--- src/rtl/gcd_pkg.sv ---
// ----------------------------------------------------------------------------
// gcd_pkg
// Shared types, widths and constants of the great-circle distance pipeline.
// ----------------------------------------------------------------------------
package gcd_pkg;

  localparam int COORD_W = 25;
  localparam int DIST_W  = 32;
  localparam int RAD_W   = 16;

  localparam int CORDIC_STAGES = 24;
  localparam int STG_W         = $clog2(CORDIC_STAGES);
  localparam int SQ_STEPS      = 31;
  localparam int SQ_W          = $clog2(SQ_STEPS);

  // CORDIC datapath width, Q30 with headroom
  localparam int CW    = 34;
  localparam int ANG_W = 30;

  typedef logic signed [COORD_W-1:0] coord_t;

  typedef struct packed {
    logic signed [CW-1:0] x;
    logic signed [CW-1:0] y;
    logic signed [CW-1:0] z;
  } cordic_t;

  typedef struct packed {
    logic [60:0] n;
    logic [61:0] res;
  } sq_t;

  localparam coord_t LAT_MAX = 25'sd5898240;
  localparam coord_t LAT_MIN = -25'sd5898240;
  localparam coord_t LON_MAX = 25'sd11796480;
  localparam coord_t LON_MIN = -25'sd11796480;

  localparam logic [63:0] KRAD    = (64'd3141592 << 38) / 64'd180000000;
  localparam logic [15:0] KRAD_LO = KRAD[15:0];
  localparam logic [16:0] KRAD_HI = KRAD[32:16];

  localparam logic signed [CW-1:0] PI_C      = 34'sd3373259426;
  localparam logic signed [CW-1:0] HALF_PI_C = 34'sd1686629713;
  localparam logic signed [CW-1:0] TWO_PI_C  = 34'sd6746518852;
  localparam logic signed [CW-1:0] GAIN_C    = 34'sd652032874;
  localparam logic signed [CW-1:0] ONE_C     = 34'sd1073741824;

  localparam logic [RAD_W-1:0] RADIUS_RST = 16'd3959;

  localparam logic [ANG_W-1:0] ATAN_TAB [32] = '{
    30'd843314856, 30'd497837829, 30'd263043836, 30'd133525158, 30'd67021686,
    30'd33543515, 30'd16775850, 30'd8388437, 30'd4194282, 30'd2097149,
    30'd1048575, 30'd524287, 30'd262143, 30'd131071, 30'd65535, 30'd32767,
    30'd16383, 30'd8191, 30'd4095, 30'd2047, 30'd1023, 30'd511, 30'd255,
    30'd127, 30'd63, 30'd31, 30'd15, 30'd7, 30'd3, 30'd1, 30'd0, 30'd0
  };

endpackage

--- src/rtl/gcd_sqrt_cell.sv ---
// ----------------------------------------------------------------------------
// gcd_sqrt_cell
// One restoring square-root step: settles one result bit, registered.
// ----------------------------------------------------------------------------
module gcd_sqrt_cell import gcd_pkg::*; (
  input  logic            clk,
  input  logic            en,
  input  logic [SQ_W-1:0] pos,
  input  sq_t             sin,
  output sq_t             sout
);

  logic [61:0] bitv;
  logic [61:0] trial;
  sq_t         s_nxt;

  always_comb begin
    bitv  = 62'd1 << {pos, 1'b0};
    trial = sin.res + bitv;
    if ({1'b0, sin.n} >= trial) begin
      s_nxt.n   = sin.n - trial[60:0];
      s_nxt.res = (sin.res >> 1) + bitv;
    end else begin
      s_nxt.n   = sin.n;
      s_nxt.res = sin.res >> 1;
    end
  end

  always_ff @(posedge clk) begin
    if (en) begin
      sout <= s_nxt;
    end
  end

endmodule

--- config.mk ---
export PLATFORM = sky130hd
export DESIGN_NAME = gcd_sqrt_cell
export DESIGN_NICKNAME = d
export VERILOG_FILES = /design/src/rtl/gcd_pkg.sv /design/src/rtl/gcd_sqrt_cell.sv
export SDC_FILE = /design/constraint.sdc
export NUM_CORES = 1
export LEC_CHECK = 0
export BUFFER_PORTS_ARGS = -buffer_cell sky130_fd_sc_hd__buf_4
export CAP_MARGIN = 10
export CELL_PAD_IN_SITES_DETAIL_PLACEMENT = 1
export CELL_PAD_IN_SITES_GLOBAL_PLACEMENT = 1
export CORE_UTILIZATION = 40
export CTS_BUF_LIST = sky130_fd_sc_hd__clkbuf_2 sky130_fd_sc_hd__clkbuf_4 sky130_fd_sc_hd__clkbuf_8
export DETAILED_ROUTE_END_ITERATION = 8
export HOLD_SLACK_MARGIN = 0.12
export PLACE_DENSITY = 0.78
export SKIP_CTS_REPAIR_TIMING = 1
export SYNTH_ARGS = -nofsm -noshare
export SYNTH_HDL_FRONTEND = slang
export SYNTH_SLANG_ARGS = --single-unit
--- constraint.sdc ---
create_clock -name clk -period 8.38 [get_ports clk]
set_input_delay 0.419 -clock clk [delete_from_list [all_inputs] [get_ports clk]]
set_output_delay 0.419 -clock clk [all_outputs]
set_load 0.01 [all_outputs]
==> results.yml <==
die:
  die_h_um: 185
  initial_core_util: 0.410
  dieArea_um2: 34400
  fp.dieW_um: 185
  ios: 253
  rows: 66
  coreArea_um2: 32800
logic_synthesis:
  synth_common_cells: "nand2_1, o21ai_0, edfxtp_1, nor2_1, a21oi_1"
  synth_xor_area_frac: 0.124
  synth-simple-area-share: 0.198
  synth_top_area_frac: 0.275
  ys.flop_type: "edfxtp_1"
  synth_most_common_cell: "nand2_1"
  synth_compound_area_frac: 0.257
  synth.area.top_cells: "edfxtp_1, ha_1, xor2_1"
  yosysSeqAreaShare: 0.275
  syn-num-nets: 1868
  synth_area_um2: 13400
  syn_avg_cell_area_um2: 8.24
  synthArstFlopShare: 0
  muxShareOfSynthArea: 0.00614
  syn_inst: 1632
  ys_ff_latch: 123
  synth_edf_count: 123
  synth_top_family_by_area: "compound AO/OA/AOI/OAI gates"
  synth.distinct_cells: 95
  synth_fa_ha_area_frac: 0.101
  ys_warn_count: 0
  yosysTopAreaCell: "edfxtp_1"
job:
  drv_cap: 0
clocking:
  htree_num_levels: 4
  root_buffer: "clkbuf_8"
  cts_num_sinks: 123
  clock_path_buffers: 2
  cts-buffers-inserted: 17
  cts_tree: "built"
  clk_pin_slew_ps: 90
timing:
  min_period_over_period: 0.907
  relSlewSlack: 0.352
  tightest_slew_ps: 972
  finalSetupViolCount: 0
  rsz0062_at_grt: "no"
  slew_violations: 0
  fin_crit_ps: 7600
  setup_tns_ps: 0
  max_freq_ghz: 0.132
  final-hold-violation-count: 0
global_routing:
  gr-total-overflow: 0
  grt_max_degree: 70
  grt_first_pass_wirelength_um: 76300
  first_global_vias: 13476
  antenna_found_initial: 0
  grt.total_usage: 0.290
final_layout:
  final_cell_count_no_fill: 2297
  fin_util: 0.489
  nets: 2078
  antenna_cells: 0
  largest_reg_flops: 123
  drive_above_1_share: 0.191
  reg_top3: "sout (123)"
  fill_cells: 4013
  top_register: "sout"
  area_growth_pct: 19.3
setup_path:
  critPathBufInv: 2
  worstPathMaxFanout: 61
  cp_top_family: "simple AND/OR/NAND/NOR gates"
  crit_path_start_kind: "input pin"
  cpMostUsedCell: "nand2b_1"
  critPathMaxStageDelay_ps: 720
  cp.arrival_ps: 7850
  endpoint_kind: "flip-flop"
  worstSetupPathType: "in2reg"
  cp.required_ps: 8630
  slowest_stage: "a221o_4"
place:
  numPortBuffers: 252
  dpl.hpwl_um: 40300
  place.gp.congestion: 0.980
  placedCellCount: 2265
routing:
  drc: 0
  viasPerCell: 5.90
  drt-total-wl_um: 49900
  ant_nets: 0
  wl_per_cell_um: 21.7
  vias: 13541
  drt_iter0_drc: 1023
  first_pass_iters: 6
pwr:
  pwr_density_cell_nw_per_um2: 136
  vdd_drop_max_uv: 96.1
  p_leak_nw: 6.59
run_status:
  outcome: "finished, final reports clean"
min_path:
  hold_path.class: "in2reg"
-- metal layers --
metal | up-vias | share of wire | global-route usage
li1 | 6425 | - | -
met1 | 6584 | 0.48 | 0.414
met2 | 485 | 0.44 | 0.450
met3 | 47 | 0.061 | 0.0403
met4 | 0 | 0.019 | 0.0869
met5 | - | 0 | 0
-- report_power, final --
group / leakage (nW) / internal (W) / switching, W
sequential: 1.20 / 0.000760 / 0.0000248
combinational: 5.19 / 0.000335 / 0.000481
clock: 0.192 / 0.000296 / 0.000284
-- cell type report --
type / count / area [µm²] / share of cell area
multi-input combinational: 1393 / 9240 / 0.576
sequential: 123 / 3690 / 0.230
timing repair buffer: 266 / 2010 / 0.125
tap: 442 / 553 / 0.0345
clock buffer: 19 / 249 / 0.0155
inverter: 41 / 154 / 0.00959
clock inverter: 13 / 151 / 0.00944
-- cells by family (layout without fill, tap and decap cells) --
family                     after synthesis  count (layout)
and+or+nand+nor                        555             555
AOI/OAI and AO/OA                      533             533
xor gates and xnor gates               190             190
DFF                                    123             123
buffers and inverters                  116             339
adders and majority gates              108             108
muxes                                    7               7
-- layout by cell type, fill, tap and decap left out, drive strengths merged, types with 6 or more instances in the layout --
| cell type | count |
|---|---|
| a211oi | 12 |
| a21boi | 12 |
| a21o | 42 |
| a21oi | 112 |
| a31o | 10 |
| a31oi | 51 |
| and2 | 19 |
| and3 | 14 |
| buf | 266 |
| clkbuf | 19 |
| edfxtp | 123 |
| ha | 105 |
| inv | 41 |
| mux2 | 7 |
| nand2 | 213 |
| nand2b | 19 |
| nand3 | 38 |
| nand4 | 30 |
| nor2 | 127 |
| nor2b | 23 |
| nor3 | 29 |
| nor4 | 7 |
| o211ai | 11 |
| o21a | 15 |
| o21ai | 162 |
| o21bai | 30 |
| o31ai | 15 |
| or2 | 6 |
| or3 | 10 |
| xnor2 | 89 |
| xor2 | 101 |
-- final timing paths --
check | start | end | depth (start not counted)
setup / recovery | pos[0] | sout[11]$_DFFE_PP_ | 26
hold / removal | sin[79] | sout[79]$_DFFE_PP_ | 3
-- stage by stage --
step / setup WS [ps] / hold slack (ps) / total power, W / area [µm²]
finish: 783 / 197 / 0.00218 / 16000
global route: 422 / 208 / 0.00229 / 16000
CTS: 704 / 171 / 0.00219 / 16000
detailed placement: 198 / 720 / 0.00160 / 15600
global placement: 335 / 708 / 0.00158 / 15600
floorplan: 1870 / 531 / 0.00127 / 13400
No activity file was read; power rests on OpenSTA's default activity.
