## src/rtl/gcd_pkg.sv

```systemverilog
// ----------------------------------------------------------------------------
// gcd_pkg
// Shared types, widths and constants of the great-circle distance pipeline.
// ----------------------------------------------------------------------------
package gcd_pkg;

  localparam int COORD_W = 25;
  localparam int DIST_W  = 32;
  localparam int RAD_W   = 16;

  localparam int CORDIC_STAGES = 24;
  localparam int STG_W         = $clog2(CORDIC_STAGES);
  localparam int SQ_STEPS      = 31;
  localparam int SQ_W          = $clog2(SQ_STEPS);

  // CORDIC datapath width, Q30 with headroom
  localparam int CW    = 34;
  localparam int ANG_W = 30;

  typedef logic signed [COORD_W-1:0] coord_t;

  typedef struct packed {
    logic signed [CW-1:0] x;
    logic signed [CW-1:0] y;
    logic signed [CW-1:0] z;
  } cordic_t;

  typedef struct packed {
    logic [60:0] n;
    logic [61:0] res;
  } sq_t;

  localparam coord_t LAT_MAX = 25'sd5898240;
  localparam coord_t LAT_MIN = -25'sd5898240;
  localparam coord_t LON_MAX = 25'sd11796480;
  localparam coord_t LON_MIN = -25'sd11796480;

  localparam logic [63:0] KRAD    = (64'd3141592 << 38) / 64'd180000000;
  localparam logic [15:0] KRAD_LO = KRAD[15:0];
  localparam logic [16:0] KRAD_HI = KRAD[32:16];

  localparam logic signed [CW-1:0] PI_C      = 34'sd3373259426;
  localparam logic signed [CW-1:0] HALF_PI_C = 34'sd1686629713;
  localparam logic signed [CW-1:0] TWO_PI_C  = 34'sd6746518852;
  localparam logic signed [CW-1:0] GAIN_C    = 34'sd652032874;
  localparam logic signed [CW-1:0] ONE_C     = 34'sd1073741824;

  localparam logic [RAD_W-1:0] RADIUS_RST = 16'd3959;

  localparam logic [ANG_W-1:0] ATAN_TAB [32] = '{
    30'd843314856, 30'd497837829, 30'd263043836, 30'd133525158, 30'd67021686,
    30'd33543515, 30'd16775850, 30'd8388437, 30'd4194282, 30'd2097149,
    30'd1048575, 30'd524287, 30'd262143, 30'd131071, 30'd65535, 30'd32767,
    30'd16383, 30'd8191, 30'd4095, 30'd2047, 30'd1023, 30'd511, 30'd255,
    30'd127, 30'd63, 30'd31, 30'd15, 30'd7, 30'd3, 30'd1, 30'd0, 30'd0
  };

endpackage

```

## src/rtl/gcd_vec_cell.sv

```systemverilog
// ----------------------------------------------------------------------------
// gcd_vec_cell
// One vectoring-mode CORDIC micro-rotation, registered.
// ----------------------------------------------------------------------------
module gcd_vec_cell import gcd_pkg::*; (
  input  logic             clk,
  input  logic             en,
  input  logic [STG_W-1:0] shift,
  input  logic [ANG_W-1:0] angle,
  input  cordic_t          cin,
  output cordic_t          cout
);

  logic signed [CW-1:0] dx;
  logic signed [CW-1:0] dy;
  logic signed [CW-1:0] da;
  cordic_t              c_nxt;

  always_comb begin
    dx = cin.y >>> shift;
    dy = cin.x >>> shift;
    da = $signed({{(CW-ANG_W){1'b0}}, angle});
    // drive y towards zero, accumulate the angle
    if (cin.y >= 0) begin
      c_nxt.x = cin.x + dx;
      c_nxt.y = cin.y - dy;
      c_nxt.z = cin.z + da;
    end else begin
      c_nxt.x = cin.x - dx;
      c_nxt.y = cin.y + dy;
      c_nxt.z = cin.z - da;
    end
  end

  always_ff @(posedge clk) begin
    if (en) begin
      cout <= c_nxt;
    end
  end

endmodule

```

## config.mk

```make
export PLATFORM = sky130hd
export DESIGN_NAME = gcd_vec_cell
export DESIGN_NICKNAME = d
export VERILOG_FILES = /design/src/rtl/gcd_pkg.sv /design/src/rtl/gcd_vec_cell.sv
export SDC_FILE = /design/constraint.sdc
export NUM_CORES = 1
export LEC_CHECK = 0
export BUFFER_PORTS_ARGS = -buffer_cell sky130_fd_sc_hd__buf_2
export CAP_MARGIN = 20
export CORE_MARGIN = 3
export CORE_UTILIZATION = 40
export CTS_CLUSTER_SIZE = 24
export DETAILED_ROUTE_END_ITERATION = 10
export SLEW_MARGIN = 0
export SYNTH_ARGS = -nofsm -noshare
export SYNTH_HDL_FRONTEND = slang
export SYNTH_SLANG_ARGS = --single-unit
```

## constraint.sdc

```tcl
create_clock -name clk -period 17.7 [get_ports clk]
set_clock_uncertainty 0.15 [all_clocks]
set_input_delay 0.885 -clock clk [delete_from_list [all_inputs] [get_ports clk]]
set_output_delay 0.885 -clock clk [all_outputs]
set_load 0.02 [all_outputs]
```

==> impl_metrics.csv <==
group,metric,value,unit
grt,track_usage,0.278,
sta,period_needed,8.07,ns
critical_path,cp_cell_sequence,"buf_4 > buf_4 > inv_2 > mux2_2 > a222oi_1 > a211o_1 > nand3_1 > or4b_4 > or4_1 > o21ai_0 > xor2_1 > ha_1 > and3_1 > and4_1 > a21oi_1 > nand3_1 > a22oi_1 > a21oi_1 > a211oi_1 > o311ai_0 > xnor3_1",
pwr,power.internal,0.772,mW
place,place_ws,9.22,ns
pwr,clkPwrFrac,0.155,
place,gp_congestion,1.01,
place,placedCellCount,2354,
final_layout,fin_cells,2369,
grt,grt_pass1_wl,89000,um
final_layout,final_util,0.456,
final_layout,seq_area,3060,sq um
final_layout,drive_gt1_frac,0.236,
cts,clk_pin_slew,0.08,ns
run_status,status,"complete, no violations",
logic_synthesis,synth.area.top_cells,"edfxtp_1 20%, mux4_2 15%, ha_1 8.2%",
sta,tightest_slew,0.995,ns
logic_synthesis,synth_top_cells_by_count,"137 x nand2_1, 125 x a21oi_1, 122 x xnor2_1",
cts,post_cts_buffers,0,
grt,antenna_found_initial,1,
logic_synthesis,synth_flop_cell,"edfxtp_1",
logic_synthesis,yosys_warnings,0,
drt,wirelength,59500,um
drt,antenna_left,0,
logic_synthesis,yosysUniqueCellTypes,96,
logic_synthesis,synth_top_area_share,0.197,
logic_synthesis,synth_top_area_cell,"edfxtp_1",
job,cap_violations,0,
critical_path,path_class,"in2reg",
drt,drtIter0Drc,1402,
critical_path,worst_setup_path_end_kind,"flop",
final_layout,design_area,17400,sq um
logic_synthesis,async_reset_ff_frac,0,
logic_synthesis,netlist_area,15600,sq um
final_layout,antenna-diode-count,0,
final_layout,fin_nets,2098,
logic_synthesis,yosysMostFrequentCell,"nand2_1",
sta,fin_setup_tns,0,ns
cts,htree_levels,3,
cts,ctsRootBufferMaster,"clkbuf_16",
grt,grt-ovfl-total,0,
pwr,leakagePower,6.91,nW
final_layout,nFillCells,3773,
pwr,seqPwrFrac,0.267,
cts,ctsResizeCount,0,
cts,clk_path_buf_depth,2,
drt,vias,15100,
sta,max_slew_margin,0.336,
critical_path,crit_required,17.68,ns
floorplanning,boundaryPins,241,
drt,drtPass1Iterations,5,
grt,grt_max_degree,77,
critical_path,crit_path_max_incr_delay,0.74,ns
critical_path,worstPathMaxFanout,56,
cts,ctsHoldBuffers,0,
pwr,p_total,1.38,mW
logic_synthesis,yosysSeqAreaShare,0.197,
critical_path,cp-start-kind,"input port",
sta,fmax,124,MHz
pwr,p_sw_frac,0.441,
final_layout,syn_to_final_growth,11.5,%
drt,avgRoutedWirePerCell,25.1,um
place,placed_cell_area,17100,sq um
logic_synthesis,syn_avg_cell_area,9.28,sq um
sta,hold_slack,0.649,ns
sta,period_share,0.456,
place,port-buffer-count,240,
sta,maxSlewViolCount,0,
drt,via_per_inst,6.37,
worst_hold_path,hp-class,"in2reg",
pwr,power_frac_comb,0.578,
logic_synthesis,ys_seq_elements,102,
sta,fin_ws,9.63,ns
logic_synthesis,synthCells,1677,
sta,setup_violations,0,
pwr,peakVddDrop,0.0479,mV
sta,grt_setup_unrepaired,"false",
critical_path,cp_slowest_cell,"buf_4",
logic_synthesis,synth_nets,1921,
cts,cts_sinks,102,
floorplanning,die_h,203,um
floorplanning,fp.dieW,203,um
floorplanning,coreArea,38000,sq um
floorplanning,num_rows,71,
cts,numCtsBuffers,9,
floorplanning,design.die.area,41300,sq um
final_layout,largest-register,"cout",
place,dp_hpwl,45500,um
drt,drc_errors,0,
critical_path,arrival,8.05,ns
final_layout,reg.largest.list,"cout: 102 flops",
grt,grt_pass1_vias,14900,
floorplanning,initial_core_util,0.409,
pwr,switchingPower,0.609,mW
final_layout,largest_register_ffs,102,
cts,cts_tree,"yes",
sta,hold_viol,0,
pwr,p_per_area,79.6,nW/um^2
logic_synthesis,synth_edf_count,102,
final_layout,multiInputGateArea,11900,sq um
[worst max-delay path: cells and delay by family]
family                     cells  cell delay (ns)
and+or+nand+nor                6             1.91
muxes                          1             0.47
adders and majority gates      1             0.30
AOI/OAI and AO/OA              8             2.13
buffers and inverters          3             1.74
xor gates and xnor gates       2             0.56
[cells in the final DEF (no fill, tap or decap), drive strengths merged, types with 9 or more instances in the layout]
master,instances
nand3,37
or4,13
and2,11
o21bai,20
a31oi,9
and3,15
mux2,29
ha,102
or2,14
o31ai,18
a21o,44
o21ai,113
nand2b,33
o211ai,17
mux2i,55
inv,44
buf,255
nand4,10
o21a,21
xnor2,122
mux4,103
clkbuf,10
nor2,107
o22ai,22
edfxtp,102
nor2b,14
nor3,31
a211oi,23
o221ai,9
a21oi,125
xor2,43
nand2,137
[power by group through the flow]
| stage | clock network (mW) | registers [mW] | logic, mW |
|---|---|---|---|
| CTS | 0.222 | 0.371 | 0.792 |
| global route | 0.227 | 0.376 | 0.861 |
| floorplan | 0 | 0.456 | 0.470 |
| finish | 0.214 | 0.369 | 0.799 |
| global placement | 0 | 0.375 | 0.783 |
| detailed placement | 0 | 0.375 | 0.788 |
[cell families after synthesis]
| kind of cell | share of synthesized area |
|---|---|
| flip-flops | 0.197 |
| AND/OR/NAND/NOR | 0.153 |
| adder cells (fa/ha/maj) | 0.0858 |
| multiplexers | 0.206 |
| AO/OA/AOI/OAI | 0.223 |
| XOR/XNOR | 0.0943 |
| buffers and inverters | 0.0409 |
[per-layer routing]
layer / track usage / wire [um] / vias up
li1: - / - / 6880
met1: 0.362 / 24100 / 7305
met2: 0.456 / 27500 / 769
met3: 0.0455 / 4990 / 141
met4: 0.129 / 2860 / 2
met5: 0 / 13 / -
[final cells by class]
cell class / count / area share
clock buffers: 10 / 0.0132
clock inverters: 5 / 0.00332
inverters: 45 / 0.00973
multi-input cells: 1441 / 0.684
flip-flops and latches: 102 / 0.176
well taps: 511 / 0.0368
repair buffers: 255 / 0.0765
[worst paths after layout]
kind | to | depth (start not counted) | startpoint
max | cout[67] | 21 | shift[0]
min | cout[0] | 2 | cin[0]
Note: power is estimated with default switching activity, not from simulation.
