File: config.mk
export PLATFORM = sky130hd
export DESIGN_NAME = gcd_rot_cell
export DESIGN_NICKNAME = d
export VERILOG_FILES = /design/src/rtl/gcd_pkg.sv /design/src/rtl/gcd_rot_cell.sv
export SDC_FILE = /design/constraint.sdc
export NUM_CORES = 1
export LEC_CHECK = 0
export ABC_CLOCK_PERIOD_IN_PS = 18130
export BUFFER_PORTS_ARGS = -buffer_cell sky130_fd_sc_hd__buf_2
export CORE_MARGIN = 2
export CORE_UTILIZATION = 45
export CTS_CLUSTER_SIZE = 24
export DETAILED_ROUTE_END_ITERATION = 8
export HOLD_SLACK_MARGIN = 0.1
export MAX_ROUTING_LAYER = met4
export PLACE_DENSITY = 0.66
export SLEW_MARGIN = 30
export SYNTH_ARGS = -nofsm -noshare
export SYNTH_HDL_FRONTEND = slang
export SYNTH_SLANG_ARGS = --single-unit
File: constraint.sdc
create_clock -name clk -period 18.13 [get_ports clk]
set_clock_uncertainty 0.1 [all_clocks]
set_input_delay 1.813 -clock clk [delete_from_list [all_inputs] [get_ports clk]]
set_output_delay 1.813 -clock clk [all_outputs]
set_load 0.005 [all_outputs]
File: src/rtl/gcd_pkg.sv
// ----------------------------------------------------------------------------
// gcd_pkg
// Shared types, widths and constants of the great-circle distance pipeline.
// ----------------------------------------------------------------------------
package gcd_pkg;

  localparam int COORD_W = 25;
  localparam int DIST_W  = 32;
  localparam int RAD_W   = 16;

  localparam int CORDIC_STAGES = 24;
  localparam int STG_W         = $clog2(CORDIC_STAGES);
  localparam int SQ_STEPS      = 31;
  localparam int SQ_W          = $clog2(SQ_STEPS);

  // CORDIC datapath width, Q30 with headroom
  localparam int CW    = 34;
  localparam int ANG_W = 30;

  typedef logic signed [COORD_W-1:0] coord_t;

  typedef struct packed {
    logic signed [CW-1:0] x;
    logic signed [CW-1:0] y;
    logic signed [CW-1:0] z;
  } cordic_t;

  typedef struct packed {
    logic [60:0] n;
    logic [61:0] res;
  } sq_t;

  localparam coord_t LAT_MAX = 25'sd5898240;
  localparam coord_t LAT_MIN = -25'sd5898240;
  localparam coord_t LON_MAX = 25'sd11796480;
  localparam coord_t LON_MIN = -25'sd11796480;

  localparam logic [63:0] KRAD    = (64'd3141592 << 38) / 64'd180000000;
  localparam logic [15:0] KRAD_LO = KRAD[15:0];
  localparam logic [16:0] KRAD_HI = KRAD[32:16];

  localparam logic signed [CW-1:0] PI_C      = 34'sd3373259426;
  localparam logic signed [CW-1:0] HALF_PI_C = 34'sd1686629713;
  localparam logic signed [CW-1:0] TWO_PI_C  = 34'sd6746518852;
  localparam logic signed [CW-1:0] GAIN_C    = 34'sd652032874;
  localparam logic signed [CW-1:0] ONE_C     = 34'sd1073741824;

  localparam logic [RAD_W-1:0] RADIUS_RST = 16'd3959;

  localparam logic [ANG_W-1:0] ATAN_TAB [32] = '{
    30'd843314856, 30'd497837829, 30'd263043836, 30'd133525158, 30'd67021686,
    30'd33543515, 30'd16775850, 30'd8388437, 30'd4194282, 30'd2097149,
    30'd1048575, 30'd524287, 30'd262143, 30'd131071, 30'd65535, 30'd32767,
    30'd16383, 30'd8191, 30'd4095, 30'd2047, 30'd1023, 30'd511, 30'd255,
    30'd127, 30'd63, 30'd31, 30'd15, 30'd7, 30'd3, 30'd1, 30'd0, 30'd0
  };

endpackage

File: src/rtl/gcd_rot_cell.sv
// ----------------------------------------------------------------------------
// gcd_rot_cell
// One rotation-mode CORDIC micro-rotation, registered.
// ----------------------------------------------------------------------------
module gcd_rot_cell import gcd_pkg::*; (
  input  logic             clk,
  input  logic             en,
  input  logic [STG_W-1:0] shift,
  input  logic [ANG_W-1:0] angle,
  input  cordic_t          cin,
  output cordic_t          cout
);

  logic signed [CW-1:0] dx;
  logic signed [CW-1:0] dy;
  logic signed [CW-1:0] da;
  cordic_t              c_nxt;

  always_comb begin
    dx = cin.y >>> shift;
    dy = cin.x >>> shift;
    da = $signed({{(CW-ANG_W){1'b0}}, angle});
    if (cin.z >= 0) begin
      c_nxt.x = cin.x - dx;
      c_nxt.y = cin.y + dy;
      c_nxt.z = cin.z - da;
    end else begin
      c_nxt.x = cin.x + dx;
      c_nxt.y = cin.y - dy;
      c_nxt.z = cin.z + da;
    end
  end

  always_ff @(posedge clk) begin
    if (en) begin
      cout <= c_nxt;
    end
  end

endmodule

==> results by group, run 1 <==
Detailed routing
  • Post-DR wirelength/cell: 23.6 um
  • # DRC: 0
  • DR vias/cell: 6.41
  • Final ANT Viol Nets: 0
  • First-pass iteration count of the detailed router: 5
  • 1st-iter DRT viols: 1571
  • Total Wirelength: 53.7 mm
  • Via count: 14615

Timing
  • RSZ-0062 raised after global routing: no
  • Fin. max-slew vios: 0
  • Min Hold Slack: 1.71 ns
  • Number of setup violations in the final report: 0
  • FMAX: 115 MHz
  • Slew margin rel.: 0.399
  • Worst-margin pin slew: 0.896 ns
  • Final period util: 0.481
  • Fin. Hold Viols: 0
  • Final setup margin: 9.41 ns
  • Final critical-path required period: 8.72 ns
  • TNS Setup: 0 ns

Setup path
  • CP cell instances: buf_4 -> buf_4 -> inv_2 -> mux2i_1 -> a221oi_1 -> a221oi_1 -> inv_1 -> or4_1 -> or2_2 -> o31ai_1 -> xor2_1 -> ha_1 -> a21oi_1 -> o21bai_1 -> a21o_1 -> a211o_1 -> a21oi_1 -> o32ai_1 -> or4b_2 -> a31o_2 -> a21oi_1 -> xnor2_1
  • CP delay by family, top: compound AO/OA/AOI/OAI gates
  • Critical Path RT: 18.17 ns
  • Critical path peak fanout: 52
  • Crit path arrival time: 8.76 ns
  • Max stage delay on crit path: 0.69 ns
  • Critical path type: in2reg
  • WP buf/inv: 4
  • Worst setup SP type: input pin
  • Worst setup EP type: register
  • Worst path slowest cell: buf_4
  • CP most frequent cell: a21oi_1

Placement
  • Pre-CTS setup slack: 8.98 ns
  • DP Area: 16400 um2
  • Port Buffers: 240
  • Placer Congestion: 1.03
  • Hpwl dp: 41.8 mm

GRT
  • First-pass GRT wire length: 82.2 mm
  • Largest net degree at the start of global routing: 74
  • Vias in the first global route: 14034
  • Initial antenna violation count: 0
  • Grt ovf: 0
  • Total GRT Usage: 0.310

Finish
  • # diodes: 0
  • Most common cell after layout, fill and taps aside: buf_2
  • Layout net count: 2076
  • Area added between synthesis and finish: 11.3%
  • Fin area: 16700 um2
  • Biggest regs: cout: 102 flops
  • Final Util: 0.510
  • Share of cells above drive strength 1: 0.229
  • Largest register FFs: 102
  • Largest register by flop count: cout
  • Most frequent cells in the layout: buf_2, nand2_1, a21oi_1

Clock network
  • CTS H-tree lvls: 3
  • Inserted Clock Buffers: 9
  • Post-CTS Setup Bufs: 0
  • Clock Root Buffer: clkbuf_16
  • PostCTS Resize Cnt: 0
  • Clock Path Buffers: 2
  • Clock transition at the registers of the reported paths: 0.08 ns
  • TritonCTS clock tree: yes
  • Cts hold-fix bufs: 0
  • Num Clock Sinks: 102

Synth
  • #FFs+latches synth: 102
  • Net Count, Synth: 1892
  • Syn_area_per_cell: 9.10 um2
  • Syn Inst Count: 1648
  • Synth warn: 0
  • Sequential area share after synthesis: 0.204
  • Leading post-synthesis cells by cell area: edfxtp_1, mux4_2, ha_1
  • Cell Area, Synth: 15000 um2
  • Asr flop ratio synth: 0
  • EDFF count, synth: 102
  • Distinct cells, synth: 90
  • Ys flop type: edfxtp_1
  • Dominant cell type by area after synthesis: edfxtp_1
  • Area share of the largest cell type after synthesis: 0.204

Floorplanning
  • Starting Density: 0.459
  • Rows: 66
  • Core area: 32700 um2
  • Number of I/O pins: 241
  • Chip height: 187 um
  • DIE AREA: 34800 um2
  • Die width: 187 um

Pwr
  • VDD IR-drop max: 0.0478 mV
  • Leak: 6.88 nW
  • Pwr dens: 75.6 nW/um2

Worst hold path
  • Worst min path class: in2reg

Job
  • Max cap viols: 0

Outcome
  • Status: completed
[routing by layer]
metal / vias up / global-route usage / share of wire
met1: 7007 / 0.408 / 0.43
met4: 0 / 0.117 / 0.037
met5: - / - / 0
met3: 121 / 0.0596 / 0.090
met2: 785 / 0.474 / 0.44
li1: 6702 / - / -
[cell usage after synthesis, drive strengths merged, types with 12 or more instances]
cell and n:
nand2 147, a21oi 112, o21ai 109, xnor2 106, edfxtp 102, ha 102
nor2 89, mux4 75, xor2 74, mux2i 73, a21o 55, inv 54
buf 53, mux2 35, a211oi 30, clkbuf 30, o31ai 29, nand3 28
nand2b 24, nor3 23, nor2b 22, o21a 21, o211ai 20, o22ai 20
or2 17, a31oi 15, or3 15, nand4 14, and2 12
[final cells by class]
cell class,count,area [um2]
clock buffers,9,225
fillers,3137,16000
repair buffers,256,1330
multi-input cells,1408,11300
flip-flops and latches,102,3060
inverters,55,206
well taps,442,553
clock inverters,7,56.3
[path summary, 6_finish.rpt]
| kind | end | cells past startpoint | startpoint | slack [ns] |
|---|---|---|---|---|
| worst max-delay path | cout[98]$_DFFE_PP_ | 22 | shift[0] | 9.41 |
| worst min-delay path | cout[1]$_DFFE_PP_ | 2 | cin[1] | 1.71 |
[cells by family after synthesis]
family,share of synthesized area
AO/OA/AOI/OAI,0.228
XOR/XNOR,0.105
adder cells (fa/ha/maj),0.0891
buffers and inverters,0.0457
flip-flops,0.204
multiplexers,0.188
AND/OR/NAND/NOR,0.140
[per-stage QoR]
| stage | total power, mW | cells |
|---|---|---|
| floorplan | 0.837 | 1648 |
| global placement | 1.05 | 2263 |
| detailed placement | 1.06 | 2263 |
| CTS | 1.26 | 2279 |
| global route | 1.35 | 2279 |
| finish | 1.26 | 2279 |
[report_power, final]
| group | internal [mW] | total (mW) | switching [mW] |
|---|---|---|---|
| clock | 0.0952 | 0.198 | 0.103 |
| sequential | 0.351 | 0.367 | 0.0162 |
| combinational | 0.298 | 0.697 | 0.399 |
(Power assumes the default switching activity.)
==> inputs of run 2 (changes only) <==
--- a/config.mk
+++ b/config.mk
@@ -5,7 +5,7 @@
 export SDC_FILE = /design/constraint.sdc
 export NUM_CORES = 1
 export LEC_CHECK = 0
-export ABC_CLOCK_PERIOD_IN_PS = 18130
+export ABC_CLOCK_PERIOD_IN_PS = 8200
 export BUFFER_PORTS_ARGS = -buffer_cell sky130_fd_sc_hd__buf_2
 export CORE_MARGIN = 2
 export CORE_UTILIZATION = 45
==> constraint.sdc (replaced) <==
create_clock -name clk -period 8.2 [get_ports clk]
set_clock_uncertainty 0.1 [all_clocks]
set_input_delay 0.82 -clock clk [delete_from_list [all_inputs] [get_ports clk]]
set_output_delay 0.82 -clock clk [all_outputs]
set_load 0.005 [all_outputs]
==> results by group, run 2 (synthesized netlist as in run 1, its figures left out) <==
Setup path
  • Crit path arrival time: 7.40 ns (-1.36 ns)
  • Critical Path RT: 8.24 ns (-9.93 ns)
  • CP delay by family, top: compound AO/OA/AOI/OAI gates
  • CP cell instances: buf_4 -> buf_4 -> mux4_2 -> mux2i_1 -> o21ai_0 -> a211oi_1 -> ha_1 -> nand4_1 -> or3_1 -> o31ai_1 -> xor2_1 -> ha_1 -> and3_1 -> and3_1 -> and3_1 -> o211ai_1 -> nand2b_1 -> a221o_1 -> a211oi_1 -> o31ai_1 -> a21oi_1 -> xnor2_1
  • CP most frequent cell: and3_1
  • Worst setup EP type: register
  • Worst setup SP type: input pin
  • Max stage delay on crit path: 0.66 ns (-0.03 ns)
  • Critical path peak fanout: 63 (+21%)
  • Critical path type: in2reg
  • WP buf/inv: 2 (-2)
  • Worst path slowest cell: buf_4

Finish
  • Layout net count: 2098 (+1.1%)
  • Area added between synthesis and finish: 12.4%
  • Most common cell after layout, fill and taps aside: buf_2
  • Largest register by flop count: cout
  • Flip-flop and latch area: 3060 um2 (unchanged)
  • Largest register FFs: 102 (unchanged)
  • Area occupied by multi-input gates: 11300 um2 (about the same)
  • Final Instance Count excl. Fillers: 2302 (+1.0%)
  • Most frequent cells in the layout: buf_2, nand2_1, a21oi_1
  • Biggest regs: cout: 102 flops
  • Share of cells above drive strength 1: 0.239 (+0.00966)
  • Fillers: 3083 (-1.7%)

Pwr
  • Pwr dens: 165 nW/um2 (+120%)
  • Sw frac: 0.409 (-0.00204)
  • Flop pwr share: 0.291 (about the same)
  • Leak: 6.98 nW (+1.5%)
  • NetSw: 1.14 mW (+120%)
  • Clk pwr share: 0.153 (-0.004)
  • VDD IR-drop max: 0.112 mV (+130%)
  • Gate power share: 0.556 (+0.004)
  • Int Power: 1.65 mW (+120%)

Clock network
  • CTS H-tree lvls: 3 (unchanged)
  • Clock transition at the registers of the reported paths: 0.08 ns (about the same)
  • Cts hold-fix bufs: 0 (unchanged)
  • PostCTS Resize Cnt: 0 (unchanged)
  • Clock Path Buffers: 2 (unchanged)
  • TritonCTS clock tree: yes
  • Inserted Clock Buffers: 9 (unchanged)
  • Post-CTS Setup Bufs: 0 (unchanged)
  • Num Clock Sinks: 102 (unchanged)
  • Clock Root Buffer: clkbuf_16

Detailed routing
  • 1st-iter DRT viols: 1523 (-3.1%)
  • Max Used Layer: met4
  • First-pass iteration count of the detailed router: 6 (+1)
  • Wl on met1: 23.0 mm (about the same)
  • DR vias/cell: 6.36 (-0.89%)
  • Met2 routed wirelength: 24.2 mm (+1.2%)
  • Post-DR wirelength/cell: 23.3 um (-1.1%)
  • Total Wirelength: 53.6 mm (-0.12%)
  • Via count: 14631 (+0.11%)
  • Met3 Wirelength: 4.80 mm (-0.52%)
  • Final ANT Viol Nets: 0 (unchanged)
  • # DRC: 0 (unchanged)

Floorplanning
  • DIE AREA: 34800 um2 (unchanged)
  • Starting Density: 0.459 (unchanged)
  • Rows: 66 (unchanged)
  • Core area: 32700 um2 (unchanged)
  • Chip height: 187 um (unchanged)
  • Die width: 187 um (unchanged)
  • Number of I/O pins: 241 (unchanged)

Job
  • Max cap viols: 0 (unchanged)

GRT
  • Largest net degree at the start of global routing: 64 (-14%)
  • First-pass GRT wire length: 82.0 mm (-0.18%)
  • Vias in the first global route: 13994 (-0.29%)
  • Initial antenna violation count: 0 (unchanged)
  • Grt ovf: 0 (unchanged)
  • Total GRT Usage: 0.311 (+0.00116)

Outcome
  • Status: completed

Worst hold path
  • HP Start: cin[69]
  • Worst min path class: in2reg
  • Hold path depth: 2 (unchanged)
  • Hold Path End: cout[69]$_DFFE_PP_

Timing
  • TNS Setup: 0 ns (unchanged)
  • Worst-margin pin slew: 1.02 ns (+0.123 ns)
  • FMAX: 136 MHz
  • Slew margin rel.: 0.321 (-0.0781)
  • Final setup margin: 0.840 ns (-8.57 ns)
  • Number of setup violations in the final report: 0 (unchanged)
  • RSZ-0062 raised after global routing: no
  • Final period util: 0.898
  • Fin. max-slew vios: 0 (unchanged)
  • Final critical-path required period: 7.36 ns
  • Fin. Hold Viols: 0 (unchanged)

Placement
  • Placed cells: 2285 (+0.97%)
  • Hpwl dp: 42.3 mm (+1.3%)
  • Placer Congestion: 1.02 (-1.2%)
  • Port Buffers: 240 (unchanged)
  • Pre-CTS setup slack: 0.577 ns (-8.41 ns)
-- run 2: cell types whose count changed in the layout (fill, tap and decap cells not counted), sizes merged --
cell      delta
buf         +22
clkinv       +1
clkinvlp     +1
diode        +1
inv          -2
-- run 2: final cells by class --
type	count	share of cell area
inverter	55	0.0122
sequential	102	0.182
antenna	1	0.000148
multi-input combinational	1408	0.668
clock buffer	9	0.0133
tap	442	0.0328
timing repair buffer	278	0.0893
clock inverter	7	0.00297
-- run 2: metal layers --
| metal | up-vias | global-route usage |
|---|---|---|
| met1 | 6993 | 0.407 |
| met5 | - | - |
| li1 | 6743 | - |
| met3 | 96 | 0.0560 |
| met2 | 799 | 0.485 |
| met4 | 0 | 0.108 |
-- run 2: stage by stage --
| step | utilization | cell area [um2] | hold WS (ns) | power [mW] |
|---|---|---|---|---|
| after CTS | 0.516 | 16900 | 0.713 | 2.79 |
| after global routing | 0.516 | 16900 | 0.721 | 2.98 |
| final | 0.516 | 16900 | 0.722 | 2.79 |
| after detailed placement | 0.507 | 16600 | 1.11 | 2.35 |
| after global placement | 0.507 | 16600 | 1.11 | 2.33 |
| after floorplan | - | 15000 | 0.832 | 1.85 |
-- run 2: worst max path at each step --
stage	slack (ns)	endpoint	startpoint	cells after the start
after floorplan	1.39	cout[98]$_DFFE_PP_	shift[4]	26
after global placement	0.71	cout[67]$_DFFE_PP_	shift[1]	22
after detailed placement	0.58	cout[66]$_DFFE_PP_	shift[1]	22
after CTS	0.98	cout[66]$_DFFE_PP_	shift[1]	22
after global routing	0.39	cout[66]$_DFFE_PP_	shift[1]	22
final	0.84	cout[66]$_DFFE_PP_	shift[1]	22
-- run 2: power groups by stage --
stage	combinational, mW	clock [mW]	sequential [mW]
2_1_floorplan	1.01	0	0.841
3_3_place_gp	1.51	0	0.821
3_5_place_dp	1.52	0	0.823
4_1_cts	1.54	0.445	0.813
5_1_grt	1.70	0.460	0.827
6_report	1.55	0.427	0.812
